<file path="config.mk">
export PLATFORM = sky130hd
export DESIGN_NAME = spi_nor_flash_command_sequencer_unit
export DESIGN_NICKNAME = d
export VERILOG_FILES = /design/src/rtl/snfcs_pkg.sv /design/src/rtl/snfcs_front.sv /design/src/rtl/snfcs_fifo.sv /design/src/rtl/snfcs_back.sv /design/src/rtl/spi_nor_flash_command_sequencer_unit.sv
export SDC_FILE = /design/constraint.sdc
export NUM_CORES = 1
export LEC_CHECK = 0
export ABC_AREA = 1
export ABC_CLOCK_PERIOD_IN_PS = 3800
export BUFFER_PORTS_ARGS = -buffer_cell sky130_fd_sc_hd__buf_2
export CORE_ASPECT_RATIO = 0.9
export CORE_MARGIN = 2
export CORE_UTILIZATION = 35
export DETAILED_ROUTE_END_ITERATION = 6
export PLACE_DENSITY = 0.54
export SYNTH_ARGS = -nofsm -noshare
export SYNTH_HDL_FRONTEND = slang
export SYNTH_SLANG_ARGS = --single-unit
</file>
<file path="constraint.sdc">
create_clock -name aclk -period 3.8 [get_ports aclk]
set_input_delay 0.19 -clock aclk [delete_from_list [all_inputs] [get_ports aclk]]
set_output_delay 0.19 -clock aclk [all_outputs]
set_load 0.05 [all_outputs]
</file>
<file path="src/rtl/snfcs_pkg.sv">
package snfcs_pkg;

    localparam int PAGE_BYTES   = 256;
    localparam int PAGE_BITS    = $clog2(PAGE_BYTES);
    localparam int ADDRESS_BITS = 24;
    localparam int QDEPTH       = 4;
    localparam int QPTR_BITS    = $clog2(QDEPTH);

    localparam logic [15:0] TIMEOUT_RESET = 16'd5000;

    localparam logic [7:0] CMD_RDSR  = 8'h05;
    localparam logic [7:0] CMD_WREN  = 8'h06;
    localparam logic [7:0] CMD_RDID  = 8'h9F;
    localparam logic [7:0] CMD_READ  = 8'h03;
    localparam logic [7:0] CMD_SE    = 8'h20;
    localparam logic [7:0] CMD_PP    = 8'h02;
    localparam logic [7:0] BYTE_ZERO = 8'h00;
    localparam logic [7:0] BYTE_ONES = 8'hFF;

    typedef enum logic [2:0] {
        ACT_PROBE = 3'd0,
        ACT_READ  = 3'd1,
        ACT_ERASE = 3'd2,
        ACT_WRITE = 3'd3,
        ACT_BYTE  = 3'd4,
        ACT_DATA  = 3'd5,
        ACT_TICK  = 3'd6,
        ACT_NONE  = 3'd7
    } action_t;

    typedef enum logic [1:0] {
        OP_PROBE = 2'd0,
        OP_READ  = 2'd1,
        OP_ERASE = 2'd2,
        OP_WRITE = 2'd3
    } op_t;

    typedef enum logic [2:0] {
        K_SPI   = 3'd0,
        K_CS    = 3'd1,
        K_REQ   = 3'd2,
        K_RBYTE = 3'd3,
        K_DONE  = 3'd4
    } kind_t;

    typedef enum logic [3:0] {
        PH_IDLE, PH_ID_CMD, PH_ID_RX, PH_RD_HDR, PH_RD_RX, PH_POLL_CMD,
        PH_POLL_RX, PH_WEN, PH_PROG_HDR, PH_DATA_REQ, PH_DATA_TX
    } phase_t;

    typedef struct packed {
        kind_t      kind;
        logic [7:0] mosi;
        logic [7:0] rdata;
        logic       status;
    } res_t;

    typedef struct packed {
        logic [1:0]     cnt;
        res_t [2:0]     r;
    } bundle_t;

    function automatic res_t mk(kind_t k, logic [7:0] m, logic [7:0] d, logic s);
        res_t x;
        x.kind   = k;
        x.mosi   = m;
        x.rdata  = d;
        x.status = s;
        return x;
    endfunction

endpackage

</file>
<file path="src/rtl/snfcs_front.sv">
module snfcs_front import snfcs_pkg::*; (
    input  logic        aclk,
    input  logic        aresetn,
    input  logic        cfg_we,
    input  logic [15:0] cfg_wdata,
    input  logic        in_valid,
    input  logic [2:0]  in_action,
    input  logic [23:0] in_address,
    input  logic [15:0] in_length,
    input  logic [7:0]  in_miso,
    input  logic        in_berr,
    input  logic [7:0]  in_data,
    output logic        push,
    output bundle_t     push_bundle
);

    phase_t                  phase_reg, phase_next;
    op_t                     op_reg, op_next;
    logic [ADDRESS_BITS-1:0] cur_reg, cur_next;
    logic [15:0]             rem_reg, rem_next;
    logic [PAGE_BITS:0]      pg_reg, pg_next;
    logic [2:0]              step_reg, step_next;
    logic [15:0]             el_reg, el_next;
    logic [7:0]              id_reg, id_next;
    logic                    post_reg, post_next;
    logic [15:0]             tmo_reg;

    logic [23:0]             cur_x;
    logic [ADDRESS_BITS-1:0] addr_in;
    logic [1:0]              cnt;
    bundle_t                 b;
    logic [7:0]              hdr;
    logic [7:0]              opc;

    function automatic logic [PAGE_BITS:0] page_fill(logic [ADDRESS_BITS-1:0] c,
                                                     logic [15:0] r);
        logic [PAGE_BITS:0] room;
        room = (PAGE_BITS+1)'(PAGE_BYTES) - {1'b0, c[PAGE_BITS-1:0]};
        if (r < 16'(room)) return r[PAGE_BITS:0];
        return room;
    endfunction

    assign cur_x   = 24'(cur_reg);
    assign addr_in = in_address[ADDRESS_BITS-1:0];
    assign opc     = (op_reg == OP_ERASE) ? CMD_SE : CMD_PP;

    always_ff @(posedge aclk) begin
        if (!aresetn) begin
            tmo_reg <= TIMEOUT_RESET;
        end else if (cfg_we) begin
            tmo_reg <= cfg_wdata;
        end
    end

    always_ff @(posedge aclk) begin
        if (!aresetn) begin
            phase_reg <= PH_IDLE;
            op_reg    <= OP_PROBE;
            cur_reg   <= '0;
            rem_reg   <= '0;
            pg_reg    <= '0;
            step_reg  <= '0;
            el_reg    <= '0;
            id_reg    <= '0;
            post_reg  <= 1'b0;
        end else if (in_valid) begin
            phase_reg <= phase_next;
            op_reg    <= op_next;
            cur_reg   <= cur_next;
            rem_reg   <= rem_next;
            pg_reg    <= pg_next;
            step_reg  <= step_next;
            el_reg    <= el_next;
            id_reg    <= id_next;
            post_reg  <= post_next;
        end
    end

    always_comb begin
        phase_next = phase_reg;
        op_next    = op_reg;
        cur_next   = cur_reg;
        rem_next   = rem_reg;
        pg_next    = pg_reg;
        step_next  = step_reg;
        el_next    = el_reg;
        id_next    = id_reg;
        post_next  = post_reg;
        b          = '0;
        cnt        = '0;
        hdr        = BYTE_ZERO;
        case (in_action)
            ACT_PROBE, ACT_READ, ACT_ERASE, ACT_WRITE: begin
                if (phase_reg == PH_IDLE) begin
                    op_next   = op_t'(in_action[1:0]);
                    cur_next  = addr_in;
                    rem_next  = in_length;
                    step_next = '0;
                    el_next   = '0;
                    if (in_action == ACT_PROBE) begin
                        b.r[cnt] = mk(K_SPI, CMD_RDID, BYTE_ZERO, 1'b0); cnt = cnt + 2'd1;
                        phase_next = PH_ID_CMD;
                    end else if (in_action == ACT_ERASE) begin
                        post_next = 1'b0;
                        b.r[cnt] = mk(K_SPI, CMD_RDSR, BYTE_ZERO, 1'b0); cnt = cnt + 2'd1;
                        phase_next = PH_POLL_CMD;
                    end else if (in_length == 16'd0) begin
                        b.r[cnt] = mk(K_DONE, BYTE_ZERO, BYTE_ZERO, 1'b0); cnt = cnt + 2'd1;
                        phase_next = PH_IDLE;
                    end else if (in_action == ACT_READ) begin
                        b.r[cnt] = mk(K_SPI, CMD_READ, BYTE_ZERO, 1'b0); cnt = cnt + 2'd1;
                        phase_next = PH_RD_HDR;
                    end else begin
                        pg_next   = page_fill(addr_in, in_length);
                        post_next = 1'b0;
                        b.r[cnt] = mk(K_SPI, CMD_RDSR, BYTE_ZERO, 1'b0); cnt = cnt + 2'd1;
                        phase_next = PH_POLL_CMD;
                    end
                end
            end
            ACT_BYTE: begin
                if (phase_reg != PH_IDLE && phase_reg != PH_DATA_REQ) begin
                    if (in_berr) begin
                        b.r[cnt] = mk(K_CS, BYTE_ZERO, BYTE_ZERO, 1'b0); cnt = cnt + 2'd1;
                        b.r[cnt] = mk(K_DONE, BYTE_ZERO, BYTE_ZERO, 1'b1); cnt = cnt + 2'd1;
                        phase_next = PH_IDLE;
                    end else begin
                        unique case (phase_reg)
                            PH_ID_CMD: begin
                                step_next = '0;
                                b.r[cnt] = mk(K_SPI, BYTE_ZERO, BYTE_ZERO, 1'b0);
                                cnt = cnt + 2'd1;
                                phase_next = PH_ID_RX;
                            end
                            PH_ID_RX: begin
                                if (step_reg == 3'd0) id_next = in_miso;
                                step_next = step_reg + 3'd1;
                                if (step_next < 3'd3) begin
                                    b.r[cnt] = mk(K_SPI, BYTE_ZERO, BYTE_ZERO, 1'b0);
                                    cnt = cnt + 2'd1;
                                end else begin
                                    b.r[cnt] = mk(K_CS, BYTE_ZERO, BYTE_ZERO, 1'b0);
                                    cnt = cnt + 2'd1;
                                    b.r[cnt] = mk(K_DONE, BYTE_ZERO, BYTE_ZERO,
                                        (id_next == BYTE_ZERO) || (id_next == BYTE_ONES));
                                    cnt = cnt + 2'd1;
                                    phase_next = PH_IDLE;
                                end
                            end
                            PH_RD_HDR: begin
                                step_next = step_reg + 3'd1;
                                if (step_next < 3'd4) begin
                                    unique case (step_next)
                                        3'd1:    hdr = cur_x[23:16];
                                        3'd2:    hdr = cur_x[15:8];
                                        default: hdr = cur_x[7:0];
                                    endcase
                                    b.r[cnt] = mk(K_SPI, hdr, BYTE_ZERO, 1'b0);
                                    cnt = cnt + 2'd1;
                                end else begin
                                    b.r[cnt] = mk(K_SPI, BYTE_ZERO, BYTE_ZERO, 1'b0);
                                    cnt = cnt + 2'd1;
                                    phase_next = PH_RD_RX;
                                end
                            end
                            PH_RD_RX: begin
                                b.r[cnt] = mk(K_RBYTE, BYTE_ZERO, in_miso, 1'b0);
                                cnt = cnt + 2'd1;
                                rem_next = rem_reg - 16'd1;
                                cur_next = cur_reg + ADDRESS_BITS'(1);
                                if (rem_next == 16'd0) begin
                                    b.r[cnt] = mk(K_CS, BYTE_ZERO, BYTE_ZERO, 1'b0);
                                    cnt = cnt + 2'd1;
                                    b.r[cnt] = mk(K_DONE, BYTE_ZERO, BYTE_ZERO, 1'b0);
                                    cnt = cnt + 2'd1;
                                    phase_next = PH_IDLE;
                                end else begin
                                    b.r[cnt] = mk(K_SPI, BYTE_ZERO, BYTE_ZERO, 1'b0);
                                    cnt = cnt + 2'd1;
                                end
                            end
                            PH_POLL_CMD: begin
                                b.r[cnt] = mk(K_SPI, BYTE_ZERO, BYTE_ZERO, 1'b0);
                                cnt = cnt + 2'd1;
                                phase_next = PH_POLL_RX;
                            end
                            PH_POLL_RX: begin
                                b.r[cnt] = mk(K_CS, BYTE_ZERO, BYTE_ZERO, 1'b0);
                                cnt = cnt + 2'd1;
                                if (!in_miso[0]) begin
                                    if (!post_reg) begin
                                        b.r[cnt] = mk(K_SPI, CMD_WREN, BYTE_ZERO, 1'b0);
                                        cnt = cnt + 2'd1;
                                        phase_next = PH_WEN;
                                    end else if (op_reg == OP_WRITE && rem_reg != 16'd0) begin
                                        pg_next   = page_fill(cur_reg, rem_reg);
                                        post_next = 1'b0;
                                        el_next   = '0;
                                        b.r[cnt] = mk(K_SPI, CMD_RDSR, BYTE_ZERO, 1'b0);
                                        cnt = cnt + 2'd1;
                                        phase_next = PH_POLL_CMD;
                                    end else begin
                                        b.r[cnt] = mk(K_DONE, BYTE_ZERO, BYTE_ZERO, 1'b0);
                                        cnt = cnt + 2'd1;
                                        phase_next = PH_IDLE;
                                    end
                                end else if (el_reg > tmo_reg) begin
                                    b.r[cnt] = mk(K_DONE, BYTE_ZERO, BYTE_ZERO, 1'b1);
                                    cnt = cnt + 2'd1;
                                    phase_next = PH_IDLE;
                                end else begin
                                    b.r[cnt] = mk(K_SPI, CMD_RDSR, BYTE_ZERO, 1'b0);
                                    cnt = cnt + 2'd1;
                                    phase_next = PH_POLL_CMD;
                                end
                            end
                            PH_WEN: begin
                                b.r[cnt] = mk(K_CS, BYTE_ZERO, BYTE_ZERO, 1'b0);
                                cnt = cnt + 2'd1;
                                step_next = '0;
                                b.r[cnt] = mk(K_SPI, opc, BYTE_ZERO, 1'b0);
                                cnt = cnt + 2'd1;
                                phase_next = PH_PROG_HDR;
                            end
                            PH_PROG_HDR: begin
                                step_next = step_reg + 3'd1;
                                if (step_next < 3'd4) begin
                                    unique case (step_next)
                                        3'd1:    hdr = cur_x[23:16];
                                        3'd2:    hdr = cur_x[15:8];
                                        default: hdr = cur_x[7:0];
                                    endcase
                                    b.r[cnt] = mk(K_SPI, hdr, BYTE_ZERO, 1'b0);
                                    cnt = cnt + 2'd1;
                                end else if (op_reg == OP_WRITE && pg_reg != '0) begin
                                    b.r[cnt] = mk(K_REQ, BYTE_ZERO, BYTE_ZERO, 1'b0);
                                    cnt = cnt + 2'd1;
                                    phase_next = PH_DATA_REQ;
                                end else begin
                                    b.r[cnt] = mk(K_CS, BYTE_ZERO, BYTE_ZERO, 1'b0);
                                    cnt = cnt + 2'd1;
                                    post_next = 1'b1;
                                    el_next   = '0;
                                    b.r[cnt] = mk(K_SPI, CMD_RDSR, BYTE_ZERO, 1'b0);
                                    cnt = cnt + 2'd1;
                                    phase_next = PH_POLL_CMD;
                                end
                            end
                            PH_DATA_TX: begin
                                pg_next  = pg_reg - (PAGE_BITS+1)'(1);
                                rem_next = rem_reg - 16'd1;
                                cur_next = cur_reg + ADDRESS_BITS'(1);
                                if (pg_next != '0 && rem_next != 16'd0) begin
                                    b.r[cnt] = mk(K_REQ, BYTE_ZERO, BYTE_ZERO, 1'b0);
                                    cnt = cnt + 2'd1;
                                    phase_next = PH_DATA_REQ;
                                end else begin
                                    pg_next = '0;
                                    b.r[cnt] = mk(K_CS, BYTE_ZERO, BYTE_ZERO, 1'b0);
                                    cnt = cnt + 2'd1;
                                    post_next = 1'b1;
                                    el_next   = '0;
                                    b.r[cnt] = mk(K_SPI, CMD_RDSR, BYTE_ZERO, 1'b0);
                                    cnt = cnt + 2'd1;
                                    phase_next = PH_POLL_CMD;
                                end
                            end
                            default: ;
                        endcase
                    end
                end
            end
            ACT_DATA: begin
                if (phase_reg == PH_DATA_REQ) begin
                    b.r[cnt] = mk(K_SPI, in_data, BYTE_ZERO, 1'b0); cnt = cnt + 2'd1;
                    phase_next = PH_DATA_TX;
                end
            end
            ACT_TICK: begin
                if (phase_reg != PH_IDLE && el_reg != 16'hFFFF) el_next = el_reg + 16'd1;
            end
            default: ;
        endcase
        b.cnt = cnt;
    end

    assign push        = in_valid && (cnt != 2'd0);
    assign push_bundle = b;

endmodule

</file>
<file path="src/rtl/snfcs_fifo.sv">
module snfcs_fifo import snfcs_pkg::*; (
    input  logic    aclk,
    input  logic    aresetn,
    input  logic    wr_en,
    input  bundle_t wr_data,
    output logic    full,
    input  logic    rd_en,
    output logic    empty,
    output bundle_t rd_data
);

    bundle_t              mem [QDEPTH];
    logic [QPTR_BITS-1:0] wp_reg, rp_reg;
    logic [QPTR_BITS:0]   cnt_reg, cnt_next;

    assign full    = (cnt_reg == (QPTR_BITS+1)'(QDEPTH));
    assign empty   = (cnt_reg == '0);
    assign rd_data = mem[rp_reg];

    always_comb begin
        cnt_next = cnt_reg;
        if (wr_en && !rd_en) cnt_next = cnt_reg + (QPTR_BITS+1)'(1);
        if (!wr_en && rd_en) cnt_next = cnt_reg - (QPTR_BITS+1)'(1);
    end

    always_ff @(posedge aclk) begin
        if (wr_en) mem[wp_reg] <= wr_data;
    end

    always_ff @(posedge aclk) begin
        if (!aresetn) begin
            wp_reg  <= '0;
            rp_reg  <= '0;
            cnt_reg <= '0;
        end else begin
            if (wr_en) wp_reg <= wp_reg + QPTR_BITS'(1);
            if (rd_en) rp_reg <= rp_reg + QPTR_BITS'(1);
            cnt_reg <= cnt_next;
        end
    end

endmodule

</file>
<file path="src/rtl/snfcs_back.sv">
module snfcs_back import snfcs_pkg::*; (
    input  logic        aclk,
    input  logic        aresetn,
    input  logic        q_empty,
    input  bundle_t     q_data,
    output logic        q_pop,
    output logic        m_tvalid,
    input  logic        m_tready,
    output logic [23:0] m_tdata,
    output logic [2:0]  m_tuser,
    output logic        m_tlast
);

    logic [1:0] idx_reg;
    res_t       cur;
    logic       fin;

    assign cur      = q_data.r[idx_reg];
    assign fin      = (idx_reg + 2'd1 == q_data.cnt);
    assign m_tvalid = !q_empty;
    assign m_tdata  = {7'd0, cur.status, cur.rdata, cur.mosi};
    assign m_tuser  = cur.kind;
    assign m_tlast  = fin;
    assign q_pop    = m_tvalid && m_tready && fin;

    always_ff @(posedge aclk) begin
        if (!aresetn) begin
            idx_reg <= '0;
        end else if (m_tvalid && m_tready) begin
            idx_reg <= fin ? 2'd0 : idx_reg + 2'd1;
        end
    end

endmodule

</file>
<file path="src/rtl/spi_nor_flash_command_sequencer_unit.sv">
// SPI NOR command sequencer. One input word is taken per clock while the
// result queue (4 entries, one per input word that yields results) has room;
// each word yields 0 to 3 result words, which leave one per clock while
// m_tready is high, so the sustained rate is set by the result port. Busy
// timeout resets to 5000.
module spi_nor_flash_command_sequencer_unit import snfcs_pkg::*; (
    input  logic        aclk,
    input  logic        aresetn,
    input  logic        cfg_we,
    input  logic [15:0] cfg_wdata,
    input  logic        s_tvalid,
    output logic        s_tready,
    input  logic [63:0] s_tdata,   // address, length, miso_byte, bus_error, data_byte
    input  logic [2:0]  s_tuser,   // action
    output logic        m_tvalid,
    input  logic        m_tready,
    output logic [23:0] m_tdata,   // mosi_byte, read_data, status
    output logic [2:0]  m_tuser,   // kind
    output logic        m_tlast
);

    logic    full, empty, push, pop;
    bundle_t wb, rb;

    assign s_tready = !full;

    snfcs_front u_front (
        .aclk, .aresetn, .cfg_we, .cfg_wdata,
        .in_valid   (s_tvalid && s_tready),
        .in_action  (s_tuser),
        .in_address (s_tdata[23:0]),
        .in_length  (s_tdata[39:24]),
        .in_miso    (s_tdata[47:40]),
        .in_berr    (s_tdata[48]),
        .in_data    (s_tdata[56:49]),
        .push       (push),
        .push_bundle(wb)
    );

    snfcs_fifo u_fifo (
        .aclk, .aresetn,
        .wr_en(push), .wr_data(wb), .full(full),
        .rd_en(pop), .empty(empty), .rd_data(rb)
    );

    snfcs_back u_back (
        .aclk, .aresetn,
        .q_empty(empty), .q_data(rb), .q_pop(pop),
        .m_tvalid, .m_tready, .m_tdata, .m_tuser, .m_tlast
    );

endmodule

</file>
==> results of run 1 <==
## stage by stage
step | power (W) | cells
3_3_place_gp | 0.00423 | 2285
2_1_floorplan | 0.00383 | 1745
5_1_grt | 0.00710 | 2373
6_report | 0.00675 | 2373
3_5_place_dp | 0.00424 | 2285
4_1_cts | 0.00681 | 2373
## metal layers
metal | share of wire, % | wire length [um] | vias to the layer above | global-route usage [%]
li1 | - | - | 6133 | -
met1 | 48 | 18300 | 5576 | 26.9
met2 | 45 | 17200 | 284 | 31.4
met3 | 4.5 | 1710 | 54 | 2.32
met4 | 2.1 | 796 | 2 | 4.51
met5 | 0.021 | 8 | - | 0
## worst max-delay path, delay by kind of cell, from the launching register on
family | cells | cell delay (ns)
AO/OA/AOI/OAI | 5 | 0.65
adder cells (fa/ha/maj) | 3 | 0.81
buffers and inverters | 2 | 0.18
flip-flops | 1 | 0.36
AND/OR/NAND/NOR | 11 | 1.33
## worst min-delay path by stage
stage                             start                          endpoint  depth (start not counted)
after CTS                        cfg_we   u_front.tmo_reg[9]$_SDFFE_PN1P_                          2
after global routing             cfg_we   u_front.tmo_reg[9]$_SDFFE_PN1P_                          2
after global placement    cfg_wdata[12]  u_front.tmo_reg[12]$_SDFFE_PN1P_                          3
final                        s_tdata[8]   u_front.cur_reg[8]$_SDFFE_PN0P_                          3
after floorplan           cfg_wdata[12]  u_front.tmo_reg[12]$_SDFFE_PN1P_                          2
after detailed placement   cfg_wdata[3]   u_front.tmo_reg[3]$_SDFFE_PN1P_                          3
## placed cells by master, fill, tap and decap left out, types with 15 or more instances in the layout
master,instances
o21ai_0,169
nand2_1,254
nor3_1,27
edfxtp_1,116
nand3_1,80
nand4_1,34
o211ai_1,15
clkbuf_16,27
dfxtp_1,109
nor2_2,18
ha_1,48
o22ai_1,19
buf_2,103
xor2_1,37
dlygate4sd3_1,40
nor2_1,272
a21oi_1,142
inv_1,207
buf_4,20
## timing repair
item / 4_1_cts / 5_1_grt
gates resized for setup: 0 / 11
hold endpoints to repair: 36 / 0
endpoints found under the setup margin: 0 / 2
hold buffers: 40 / 0
## power by group through the flow
stage	clock (W)	sequential, W	combinational [W]
global placement	0	0.00280	0.00143
detailed placement	0	0.00280	0.00143
finish	0.00251	0.00275	0.00149
global route	0.00267	0.00277	0.00167
CTS	0.00258	0.00275	0.00147
floorplan	0	0.00278	0.00106
## final cells by class
| cell class | instances | area (um2) | area share, % |
|---|---|---|---|
| repair buffers | 167 | 1150 | 7.34 |
| well taps | 483 | 604 | 3.87 |
| flip-flops and latches | 226 | 5690 | 36.4 |
| clock buffers | 39 | 741 | 4.75 |
| multi-input cells | 1230 | 6490 | 41.6 |
| inverters | 219 | 825 | 5.28 |
| clock inverters | 9 | 115 | 0.737 |
## cells by family after synthesis
kind of cell             Yosys count  share of synthesized area (%)
other                              1                         0.0283
AO/OA/AOI/OAI                    403                           16.8
adder cells (fa/ha/maj)           50                           4.78
XOR/XNOR                          41                           2.71
flip-flops                       226                           42.9
AND/OR/NAND/NOR                  729                           24.1
buffers and inverters            289                           8.63
==> results.md, run 1 <==
- The minimum setup slack after placement is ~0.20 ns.
- The most repeated cell in the gate-level netlist after synthesis is nor2_1.
- The first TritonRoute pass finished after 5 iterations.
- Entering global routing, the biggest net connects 51 pins.
- Global routing used 19.1% of the available tracks.
- The mean instance size in the synthesized netlist is about 7.6 um2.
- The flow ran to the end, and the final reports show no timing, DRC or antenna violations.
- The first-pass GRT wire length is around 60000 um.
- After synthesis the cells add up to between 10000 and 15000 um2.
- After synthesis, the largest area contributor takes up roughly a quarter of total cell area.
- The core area is 37300 um2.
- STA classifies the critical path startpoint as a register.
- The startpoint of the worst-slack reg-to-reg timing path is u_front.rem_reg[0]$_SDFFE_PN0P_.
- The count of synthesis-stage warnings from yosys is 0.
- The cell row count is 67.
- The number of clock sinks seen by CTS is roughly 230.
- The post-layout net count is between 2000 and 2500.
- The number of filler instances in the final layout is 3812.
- The critical path in this run is classified as register to register.
- The remaining number of nets flagged by the antenna check after routing is 0.
- The H-tree depth reported by CTS is 1.
- The CTS clock-pin slew for the worst setup and hold paths is 0.06 ns.
- Walking the worst path, the cells encountered are inv_4, ha_2, nand3_1, nor2_1, nor2_1, nor2_1, nand2_1, nor2_2, nand3_4, nand3_2, nand3_1, a21oi_2, nand2_2, nand2_4, ha_1, inv_1, fa_1, a21oi_1, o21ai_0, o21ai_1, a21oi_1.
- The worst setup path endpoint is u_fifo.cnt_reg[2]$_SDFFE_PN0P_.
- Of the available clock period, the critical path in the final layout requires 90.5%.
- The cell sitting at the root of the clock tree is a clkbuf_16.
- The final number of max-transition violations was 0.
- In this run the tightest slew margin relative to its limit is approximately 48%.
- The detailed-route wire length per cell is 16.0 um.
- The power density over cell area is roughly 430 nW/um2.
- Setup repair after global routing left no endpoint under its margin.
- In this run, flip-flops and latches consume around 40% of the power.
- The class of the tightest hold or removal check is input pin to register.
- The gate count after technology mapping is between 1500 and 2000.
- The floorplan die height is 189 um.
- The clock network is responsible for about 37% of the overall power.
- The floorplan die width is 209 um.
- The analysis attributes to cell leakage a power of 6.45 nW.
- In the synthesized netlist, the cells that appear most often are nor2_1 (280), nand2_1 (255), inv_1 (208).
- Once the floorplan was initialized, standard cells occupied 35.5% of the core.
- The number of distinct library cell variants in the gate-level netlist after synthesis is 59.
- The die footprint is around 40000 um2.
- The routed wire length is 38000 um.
- For this design, the slowest cell found on the critical path is fa_1.
- Counting cells, the worst reg-to-reg path comes to 21.
- The clock passes through at most 3 buffers.
- The remaining design rule violation count is 0.
- The critical-path maximum fanout is 8.
- The final HPWL from detailed placement is around 27000 um.
- After layout, the worst setup slack is 0.363 ns.
- The number of global-route vias before repair is 11460.
- The most instantiated flip-flop cell in the synthesis netlist is edfxtp_1.
- After routing the design area is roughly 16000 um2.
- The tightest hold margin is between 0.02 and 0.025 ns.
- The required time at the endpoint of the critical path is 4.24 ns.
- The share of flip-flops with an asynchronous set or reset after synthesis is 0%.
- Summed over all nets, the switching power comes to 0.00213 W.
- Detailed routing inserted a total of 12049 vias.
- The biggest area contributor in the post-synthesis netlist is edfxtp_1.
- The number of antenna violations at the first check in global routing came to 1.
- For the worst setup path, the data arrival time is about 3.9 ns.
- The total setup buffers inserted after CTS is 0.
- The element type at the critical path end is a register.
- Static timing analysis puts the maximum clock frequency at approximately 0.29 GHz.
- Adding up every negative setup slack in the final design gives 0 ns.
- By area the synthesized netlist is led by edfxtp_1 (26%), dfxtp_1 (17%), nor2_1 (7.9%).
- In this run, synthesis inferred 116 flip-flops with an integrated enable.
- The critical path starts at u_front.rem_reg[0]$_SDFFE_PN0P_.
- The via count normalized by instance count is between 5 and 6.
- The share of post-route cells with drive strength above 1 is 11.9%.
- At the end of routability-driven placement, the weighted congestion stood at around 0.91.
- The number of clock buffers inserted by TritonCTS is 27.
- After synthesis the netlist holds a flip-flop and latch count of 226.
- VDD sags by at most ~0.00041 V.
- The stage delay of the slowest cell on the critical path is between 0.4 and 0.5 ns.
- The CTS tree is yes.
- The final hold violation count is 0.
- Net switching is a little under a third of the power.
- The first routing iteration left between 900 and 1000 violations.
- The final antenna diode count is 0.
- In this run, the combinational gates consume approximately 22% of the power.
- The I/O pin count is ~120.
- The flip-flop count of the largest register after layout is 116.
- Across the run, the number of max-cap violations was 0.
- The capture point of the worst reg-to-reg path is u_fifo.cnt_reg[2]$_SDFFE_PN0P_.
- In this run the register-to-register setup slack is ~0.36 ns.
- Cell internal power was estimated by the tool at 0.00462 W.
- In this design, the critical path's most frequently occurring cell is nor2_1.
- Input and output buffers added on the ports amount to a little over 100.
- The cell area reported after detailed placement is around 14000 um2.
- The final count of negative-setup-slack endpoints is 0.
- Global routing finished with a remaining overflow of 0.
- Measured on the finished design, the core utilization comes to a little over two fifths.
- Clock latency on the worst-skew pair, taken at its later pin, is between 0.5 and 0.6 ns.
- The transition at the pin with the smallest max-transition slack is about 0.77 ns.
- The sequential cell area fraction in the yosys report is between 40 and 50%.
- The worst path in the final design needs a cycle of roughly 3.4 ns, including I/O delays and setup.
- The setup skew after layout is between 0.01 and 0.015 ns.
- The area overhead of the layout relative to synthesis is 17.8%.
No activity file was read; power rests on OpenSTA's default activity.
==> run 2: changes to the inputs <==
- CORE_UTILIZATION: 35 -> 54
- PLACE_DENSITY: 0.54 -> 0.77
==> run 2 against run 1 <==
Against the previous run: fmax fell by 2.8%; die area is 35% lower; highest routed layer is now met4; routed wire length decreased by 4.2%; largest cell class unchanged; first-iteration DRC count rose by 14%; non-clock buffer count is 4 lower; global-route usage rose by 8.6 points; power increased by 0.46%.
==> results.md, run 2 (synthesized netlist as in run 1, its figures left out) <==
- The flow ran to the end, and the final reports show no timing, DRC or antenna violations.
- The setup TNS after final layout is 0 ns (unchanged).
- The slowest stage of the critical path belongs to the cell fa_1.
- The share of the clock period used by the worst path came to 93.0% (+2.6 points).
- The I/O pin count is 118 (unchanged).
- The floorplan die height is 153 um (-19%).
- The largest net degree at the start of global routing is 57 (+12%).
- The final RePlAce weighted congestion is 0.966 (+5.7%).
- STA classifies the critical path endpoint as a register.
- The maximum count of clock buffers along a single path is 3 (unchanged).
- The final period demand of the worst path came to 3.53 ns (+0.0974 ns).
- The final count of negative-setup-slack endpoints is 0 (unchanged).
- The cell sitting at the root of the clock tree is a clkbuf_16.
- The die footprint is 25800 um2 (-35%).
- The buffers plus inverters on the worst setup path is 2 (unchanged).
- The path class of the tightest hold or removal check is input pin to register.
- The routed wire length is 36500 um (-4.2%).
- The final antenna diode count is 0 (unchanged).
- The number of clock buffers inserted by TritonCTS is 26 (-3.7%).
- The area overhead of the layout relative to synthesis is 15.4%.
- In the layout the commonest cells are nor2_1 (275), nand2_1 (254), inv_1 (207).
- The final hold violation count was 0 (unchanged).
- The required time at the endpoint of the critical path is 4.22 ns (-0.02 ns).
- Walking the worst path, the cells encountered are inv_1, ha_2, nand2_1, nor2_1, nand2_1, nand2_1, nand2_1, nor2_1, nand2_1, nor2_1, nand3_2, nand3_2, nand3_1, a21oi_2, nand2_2, nand2_2, ha_1, inv_1, fa_1, a21oi_1, o21ai_0, o21ai_0, a21oi_1.
- The worst IR drop on VDD is 0.000371 V (-8.6%).
- The floorplan die width was 169 um (-19%).
- The remaining design rule violation count was 0 (unchanged).
- The share of post-route cells with drive strength above 1 is 12.0% (+0.078 points).
- The number of DRC markers in iteration 0 is 1030 (+14%).
- The clock network latency to the later pin of the worst-skew pair is 0.54 ns (-0.02 ns).
- The start-to-end type of the worst setup path is register to register.
- STA classifies the critical path startpoint as a register.
- The timing-limited maximum frequency is 0.283 GHz (-2.8%).
- The final HPWL from detailed placement was 24900 um (-8.1%).
- The total power after layout was 0.00678 W (+0.46%).
- The post-layout net count is 2004 (-0.25%).
- The initial standard-cell utilization of the core is 54.8% (+19 points).
- The critical-path maximum fanout is 5 (-3).
- The final number of max-transition violations is 0 (unchanged).
- The residual overflow from global routing is 0 (unchanged).
- The total routing resource utilization after global routing was 27.7% (+8.6 points).
- The tightest hold margin was 0.0175 ns (-0.00403 ns).
- The number of port buffers is 103 (unchanged).
- The max-capacitance violation count came to 0 (unchanged).
- Counting stages on the worst path, the most repeated cell is nand2_1.
- The number of antenna violations at the first check in global routing is 0 (-1).
- The detailed-route wire length per cell is 16.6 um (+3.7%).
- The CTS clock-pin slew for the worst setup and hold paths is 0.06 ns (about the same).
- The H-tree depth reported by CTS came to 1 (unchanged).
- The arrival time at the worst endpoint is 3.96 ns (+0.08 ns).
- The normalized max-slew margin came to 32.6% (-15 points).
- The number of clock sinks seen by CTS is 226 (unchanged).
- The worst setup slack for register-to-register paths is 0.27 ns (-0.10 ns).
- The number of global-route vias before repair is 11638 (+1.6%).
- The flip-flop count of the largest register after layout is 116 (unchanged).
- The power density over cell area was 443 nW/um2 (+2.5%).
- The total via count in the routed design is 12433 (+3.2%).
- The stage delay of the slowest cell on the critical path was 0.45 ns (+0.02 ns).
- The via count normalized by instance count is 5.67 (+12%).
- The cell row count came to 54 (-19%).
- The first-pass detailed-route iteration total is 6 (+1).
- The CTS tree is yes.
- The core area is 24200 um2 (-35%).
- The setup skew after layout is 0.0109 ns (-0.00224 ns).
- The number of filler instances in the final layout came to 2067 (-46%).
- The leakage power total is 6.42 nW (-0.57%).
- The first-pass GRT wire length came to 58300 um (-3.5%).
- The transition at the pin with the smallest max-transition slack is 1.00 ns (+0.229 ns).
- Leaving out fill and tap cells, the most frequent cell in the layout is nor2_1.
- The remaining number of nets flagged by the antenna check after routing is 0 (unchanged).
- The cell family contributing the most delay on the critical path is simple AND/OR/NAND/NOR gates.
==> run 2: worst min-delay path, cell delays in order <==
cell	delay, ns
buf_2	0.09
o211ai_1	0.10
a21oi_1	0.13
==> run 2: layer usage <==
metal	global-route usage [%]	wire length (um)	share of wire, %	vias to the layer above
li1	-	-	-	6110
met1	37.9	16100	44	5772
met2	47.0	17200	47	484
met3	3.66	2490	6.8	67
met4	5.86	663	1.8	0
met5	0	0	0	-
==> run 2: repair_timing <==
action / 4_1_cts / 5_1_grt
endpoints found under the setup margin: 0 / 2
buffers inserted: 0 / 3
endpoints found under the hold margin: 30 / 0
gates resized for setup: 0 / 2
hold buffers: 37 / 0
==> run 2: per-stage QoR <==
step / cell area, um2 / cells / util, % / setup slack (ns)
final: 15300 / 2194 / 63.2 / 0.265
after floorplan: 13300 / 1745 / - / 0.221
after CTS: 15300 / 2191 / 63.1 / 0.168
after global routing: 15300 / 2194 / 63.2 / -0.00315
after detailed placement: 14000 / 2106 / 58.0 / 0.207
after global placement: 14000 / 2106 / 58.0 / 0.262
==> run 2: final timing paths <==
check | start | endpoint | cells past startpoint
setup / recovery | u_front.rem_reg[1]$_SDFFE_PN0P_ | u_fifo.cnt_reg[2]$_SDFFE_PN0P_ | 23
hold / removal | s_tdata[37] | u_front.rem_reg[13]$_SDFFE_PN0P_ | 3
setup reg to reg | u_front.rem_reg[1]$_SDFFE_PN0P_ | u_fifo.cnt_reg[2]$_SDFFE_PN0P_ | 23
hold reg to reg | u_front.id_reg[7]$_SDFFE_PN0P_ | u_front.id_reg[7]$_SDFFE_PN0P_ | 2
==> run 2: final cells by class <==
type	instances	area [um2]	area share, %
Clock buffer	33	697	4.56
Clock inverter	15	184	1.20
Tap cell	308	385	2.52
Inverter	219	822	5.37
Sequential cell	226	5690	37.2
Timing Repair Buffer	163	1060	6.92
Multi-Input combinational cell	1230	6460	42.2
==> run 2: report_power, final <==
part	internal [W]	leakage (nW)	switching (W)
logic	0.000456	3.93	0.00101
registers	0.00266	2.07	0.0000890
clock network	0.00152	0.417	0.00104
==> run 3: changes to the inputs <==
- PLACE_DENSITY: 0.77 -> 0.76
==> run 3 against run 2 <==
Against the previous run: cell count shrank 0.36%; fmax rose by 3.3%; routed wire length is 1.1% lower; sequential power hardly changed; sequential cell count is the same; count of clock-buffer cells in the layout did not move; clock skew up 0.0029 ns; hold slack got worse by 0.00099 ns; critical path type unchanged.
==> results.md, run 3 (synthesized netlist as in run 1, its figures left out) <==
- The via count normalized by instance count is 5.67 (about the same).
- The switching share of power is 31.8% (+0.22 points).
- The number of clock sinks seen by CTS is 226 (unchanged).
- The worst reg-to-reg path cell count is 21 (-8.7%).
- The power dissipated by switching net loads is 0.00207 W (-3.6%).
- The remaining number of nets flagged by the antenna check after routing is 0 (unchanged).
- The H-tree depth reported by CTS is 1 (unchanged).
- The first-pass GRT wire length is 57400 um (-1.6%).
- The library cells used most frequently in the layout, excluding fill and tap cells, are nor2_1 (275), nand2_1 (254), inv_1 (206).
- The endpoint of the worst hold-timing path is u_front.cur_reg[12]$_SDFFE_PN0P_.
- The detailed-route wire length per cell is 16.5 um (-0.74%).
- The startpoint of the worst-slack reg-to-reg timing path is u_front.rem_reg[0]$_SDFFE_PN0P_.
- The tightest hold margin was 0.0165 ns (-0.000994 ns).
- The highest routing layer actually used is met4.
- The floorplan die width is 169 um (unchanged).
- The number of filler instances in the final layout is 2131 (+3.1%).
- The share of the clock period used by the worst path is 90.1% (-3.0 points).
- The cell repeated most along the worst path is nor2_1.
- The number of global-route vias before repair is 11606 (-0.27%).
- The max-capacitance violation count is 0 (unchanged).
- The cell at the root of the clock tree is clkbuf_16.
- The total via count in the routed design came to 12398 (-0.28%).
- The element type at the critical path end is a register.
- The final RePlAce weighted congestion is 0.981 (+1.6%).
- The I/O pin count is 118 (unchanged).
- The run finished with clean final reports.
- The post-route standard cell area excluding fillers was 15200 um2 (-0.59%).
- The transition at the pin with the smallest max-transition slack is 0.945 ns (-0.0565 ns).
- The leakage power total came to 6.37 nW (-0.73%).
- The power share of the clock group was 34.8% (-3.0 points).
- The die footprint is 25800 um2 (unchanged).
- The core area is 24200 um2 (unchanged).
- The final hold violation count is 0 (unchanged).
- The number of clock buffers inserted by TritonCTS is 25 (-3.8%).
- The worst IR drop on VDD is 0.000302 V (-18%).
- The area occupied by multi-input gates is 6490 um2 (+0.39%).
- The remaining design rule violation count is 0 (unchanged).
- The total power after layout is 0.00649 W (-4.2%).
- Setup repair after global routing left no endpoint under its margin.
- The largest net degree at the start of global routing is 50 (-12%).
- The wire length on met2 is 16500 um (-3.7%).
- The share of post-route cells with drive strength above 1 was 11.6% (-0.42 points).
- The number of port buffers came to 103 (unchanged).
- The final period demand of the worst path is 3.42 ns (-0.113 ns).
- The detailed route wirelength on metal3 is 2710 um (+8.6%).
- The path class of the tightest hold or removal check is input pin to register.
- The arrival time at the worst endpoint is 3.84 ns (-0.12 ns).
- The final number of max-transition violations was 0 (unchanged).
- The flip-flop count of the largest register after layout is 116 (unchanged).
- The final count of negative-setup-slack endpoints is 0 (unchanged).
- The residual overflow from global routing is 0 (unchanged).
- The routed wire length is 36000 um (-1.1%).
- The start-to-end type of the worst setup path is register to register.
- The internal power component is 0.00443 W (-4.5%).
- The number of placed instances with taps included is 2108 (+0.095%).
- The area overhead of the layout relative to synthesis is 14.7%.
- The power density over cell area is 427 nW/um2 (-3.7%).
- The cell area reported after detailed placement came to 14100 um2 (+0.37%).
- The hold path startpoint is s_tdata[12].
- The storage element area is 5690 um2 (unchanged).
- The maximum count of clock buffers along a single path is 3 (unchanged).
- The CTS clock-pin slew for the worst setup and hold paths is 0.06 ns (about the same).
- The worst hold path cell count is 3 (unchanged).
- The post-layout net count came to 2000 (-0.20%).
- The initial standard-cell utilization of the core is 54.8% (unchanged).
- The setup skew after layout is 0.0137 ns (+0.00290 ns).
- The post-route met1 wirelength is 16000 um (-1.0%).
- The library cell used most frequently in the layout, excluding fill and tap cells, is nor2_1.
- The final HPWL from detailed placement is 24900 um (about the same).
- The stage delay of the slowest cell on the critical path is 0.43 ns (-0.02 ns).
- The number of antenna violations at the first check in global routing was 1 (+1).
- On the critical path, the stage with the largest delay is an instance of fa_1.
- TritonCTS built the clock tree.
- The clock network latency to the later pin of the worst-skew pair is 0.54 ns (about the same).
- The critical-path maximum fanout is 8 (+3).
- The number of cells in the finished layout apart from fillers is 2186 (-0.36%).
- The worst setup path is launched from a register.
- The proportion of power drawn by combinational gates was 22.8% (+1.2 points).
- The required time at the endpoint of the critical path is 4.22 ns (about the same).
- The number of DRC markers in iteration 0 was 1094 (+6.2%).
- The total routing resource utilization after global routing was 27.1% (-0.53 points).
- The setup TNS after final layout is 0 ns (unchanged).
- The capture point of the worst reg-to-reg path is u_fifo.cnt_reg[2]$_SDFFE_PN0P_.
- The timing-limited maximum frequency is 0.292 GHz (+3.3%).
- The part of the total power dissipated in sequential elements is 42.4% (+1.8 points).
- The cell row count is 54 (unchanged).
- Traced cell by cell, the critical path runs through inv_4, ha_4, nand3_1, nor2_1, nor2_1, nor2_1, nand2_1, nor2_1, nand3_2, nand3_2, nand3_1, a21oi_2, nand2_2, nand2_2, ha_1, inv_1, fa_1, a21oi_1, o21ai_0, o21ai_1, a21oi_1.
- The normalized max-slew margin is 36.4% (+3.8 points).
- The worst setup slack for register-to-register paths was 0.38 ns (+0.11 ns).
- The first-pass detailed-route iteration total is 5 (-1).
- The floorplan die height came to 153 um (unchanged).
==> run 3: changes by cell type in the layout (fill, tap and decap cells not counted), sizes merged <==
cell,before,now
clkinvlp,5,0
bufinv,3,1
diode,0,2
dlygate4sd3,37,35
buf,126,125
==> run 3: worst max-delay path, delay by kind of cell, from the launching register on <==
| family | cells | cell delay [ns] |
|---|---|---|
| adders and majority gates | 3 | 0.77 |
| DFF | 1 | 0.36 |
| buffers and inverters | 2 | 0.19 |
| and+or+nand+nor | 11 | 1.35 |
| AOI/OAI and AO/OA | 5 | 0.62 |
==> run 3: worst max-delay path by stage <==
stage / cells past startpoint / slack (ns) / startpoint / endpoint
finish: 21 / 0.38 / u_front.rem_reg[0]$_SDFFE_PN0P_ / u_fifo.cnt_reg[2]$_SDFFE_PN0P_
CTS: 23 / 0.21 / u_front.rem_reg[0]$_SDFFE_PN0P_ / u_fifo.cnt_reg[2]$_SDFFE_PN0P_
detailed placement: 23 / 0.23 / u_front.rem_reg[0]$_SDFFE_PN0P_ / u_fifo.cnt_reg[2]$_SDFFE_PN0P_
global placement: 23 / 0.26 / u_front.rem_reg[0]$_SDFFE_PN0P_ / u_fifo.cnt_reg[2]$_SDFFE_PN0P_
global route: 23 / 0.03 / u_front.rem_reg[0]$_SDFFE_PN0P_ / u_fifo.cnt_reg[2]$_SDFFE_PN0P_
floorplan: 18 / 0.22 / u_front.rem_reg[0]$_SDFFE_PN0P_ / u_fifo.mem[1][10]$_DFFE_PP_
==> run 3: power by group through the flow <==
stage,logic (W),clock network [W],registers (W)
global route,0.00163,0.00239,0.00276
CTS,0.00145,0.00230,0.00275
finish,0.00148,0.00226,0.00275
floorplan,0.00106,0,0.00278
detailed placement,0.00141,0,0.00280
global placement,0.00139,0,0.00280
==> run 3: final cells by class <==
type                       instances  area share, %
clock inverter                     8          0.543
tap                              308           2.53
timing repair buffer             160           7.03
multi-input combinational       1230           42.7
sequential                       226           37.4
antenna                            2         0.0329
inverter                         219           5.42
clock buffer                      33           4.38
==> run 3: what timing repair did <==
| action | 4_1_cts | 5_1_grt |
|---|---|---|
| setup buffers | 0 | 0 |
| hold buffers | 35 | 0 |
| resized for setup | 0 | 9 |
| setup endpoints to repair | 0 | 2 |
| hold endpoints to repair | 30 | 0 |
==> run 3: per-stage QoR <==
step / util (%) / setup slack (ns)
after detailed placement: 58.2 / 0.227
final: 62.9 / 0.378
after CTS: 62.7 / 0.210
after global placement: 58.2 / 0.263
after floorplan: - / 0.221
after global routing: 62.8 / 0.0327
==> run 3: per-layer routing <==
layer | GRT usage (%) | vias to the layer above
met4 | 6.88 | 0
met3 | 4.08 | 71
li1 | - | 6103
met2 | 45.1 | 449
met1 | 37.3 | 5775
met5 | 0 | -
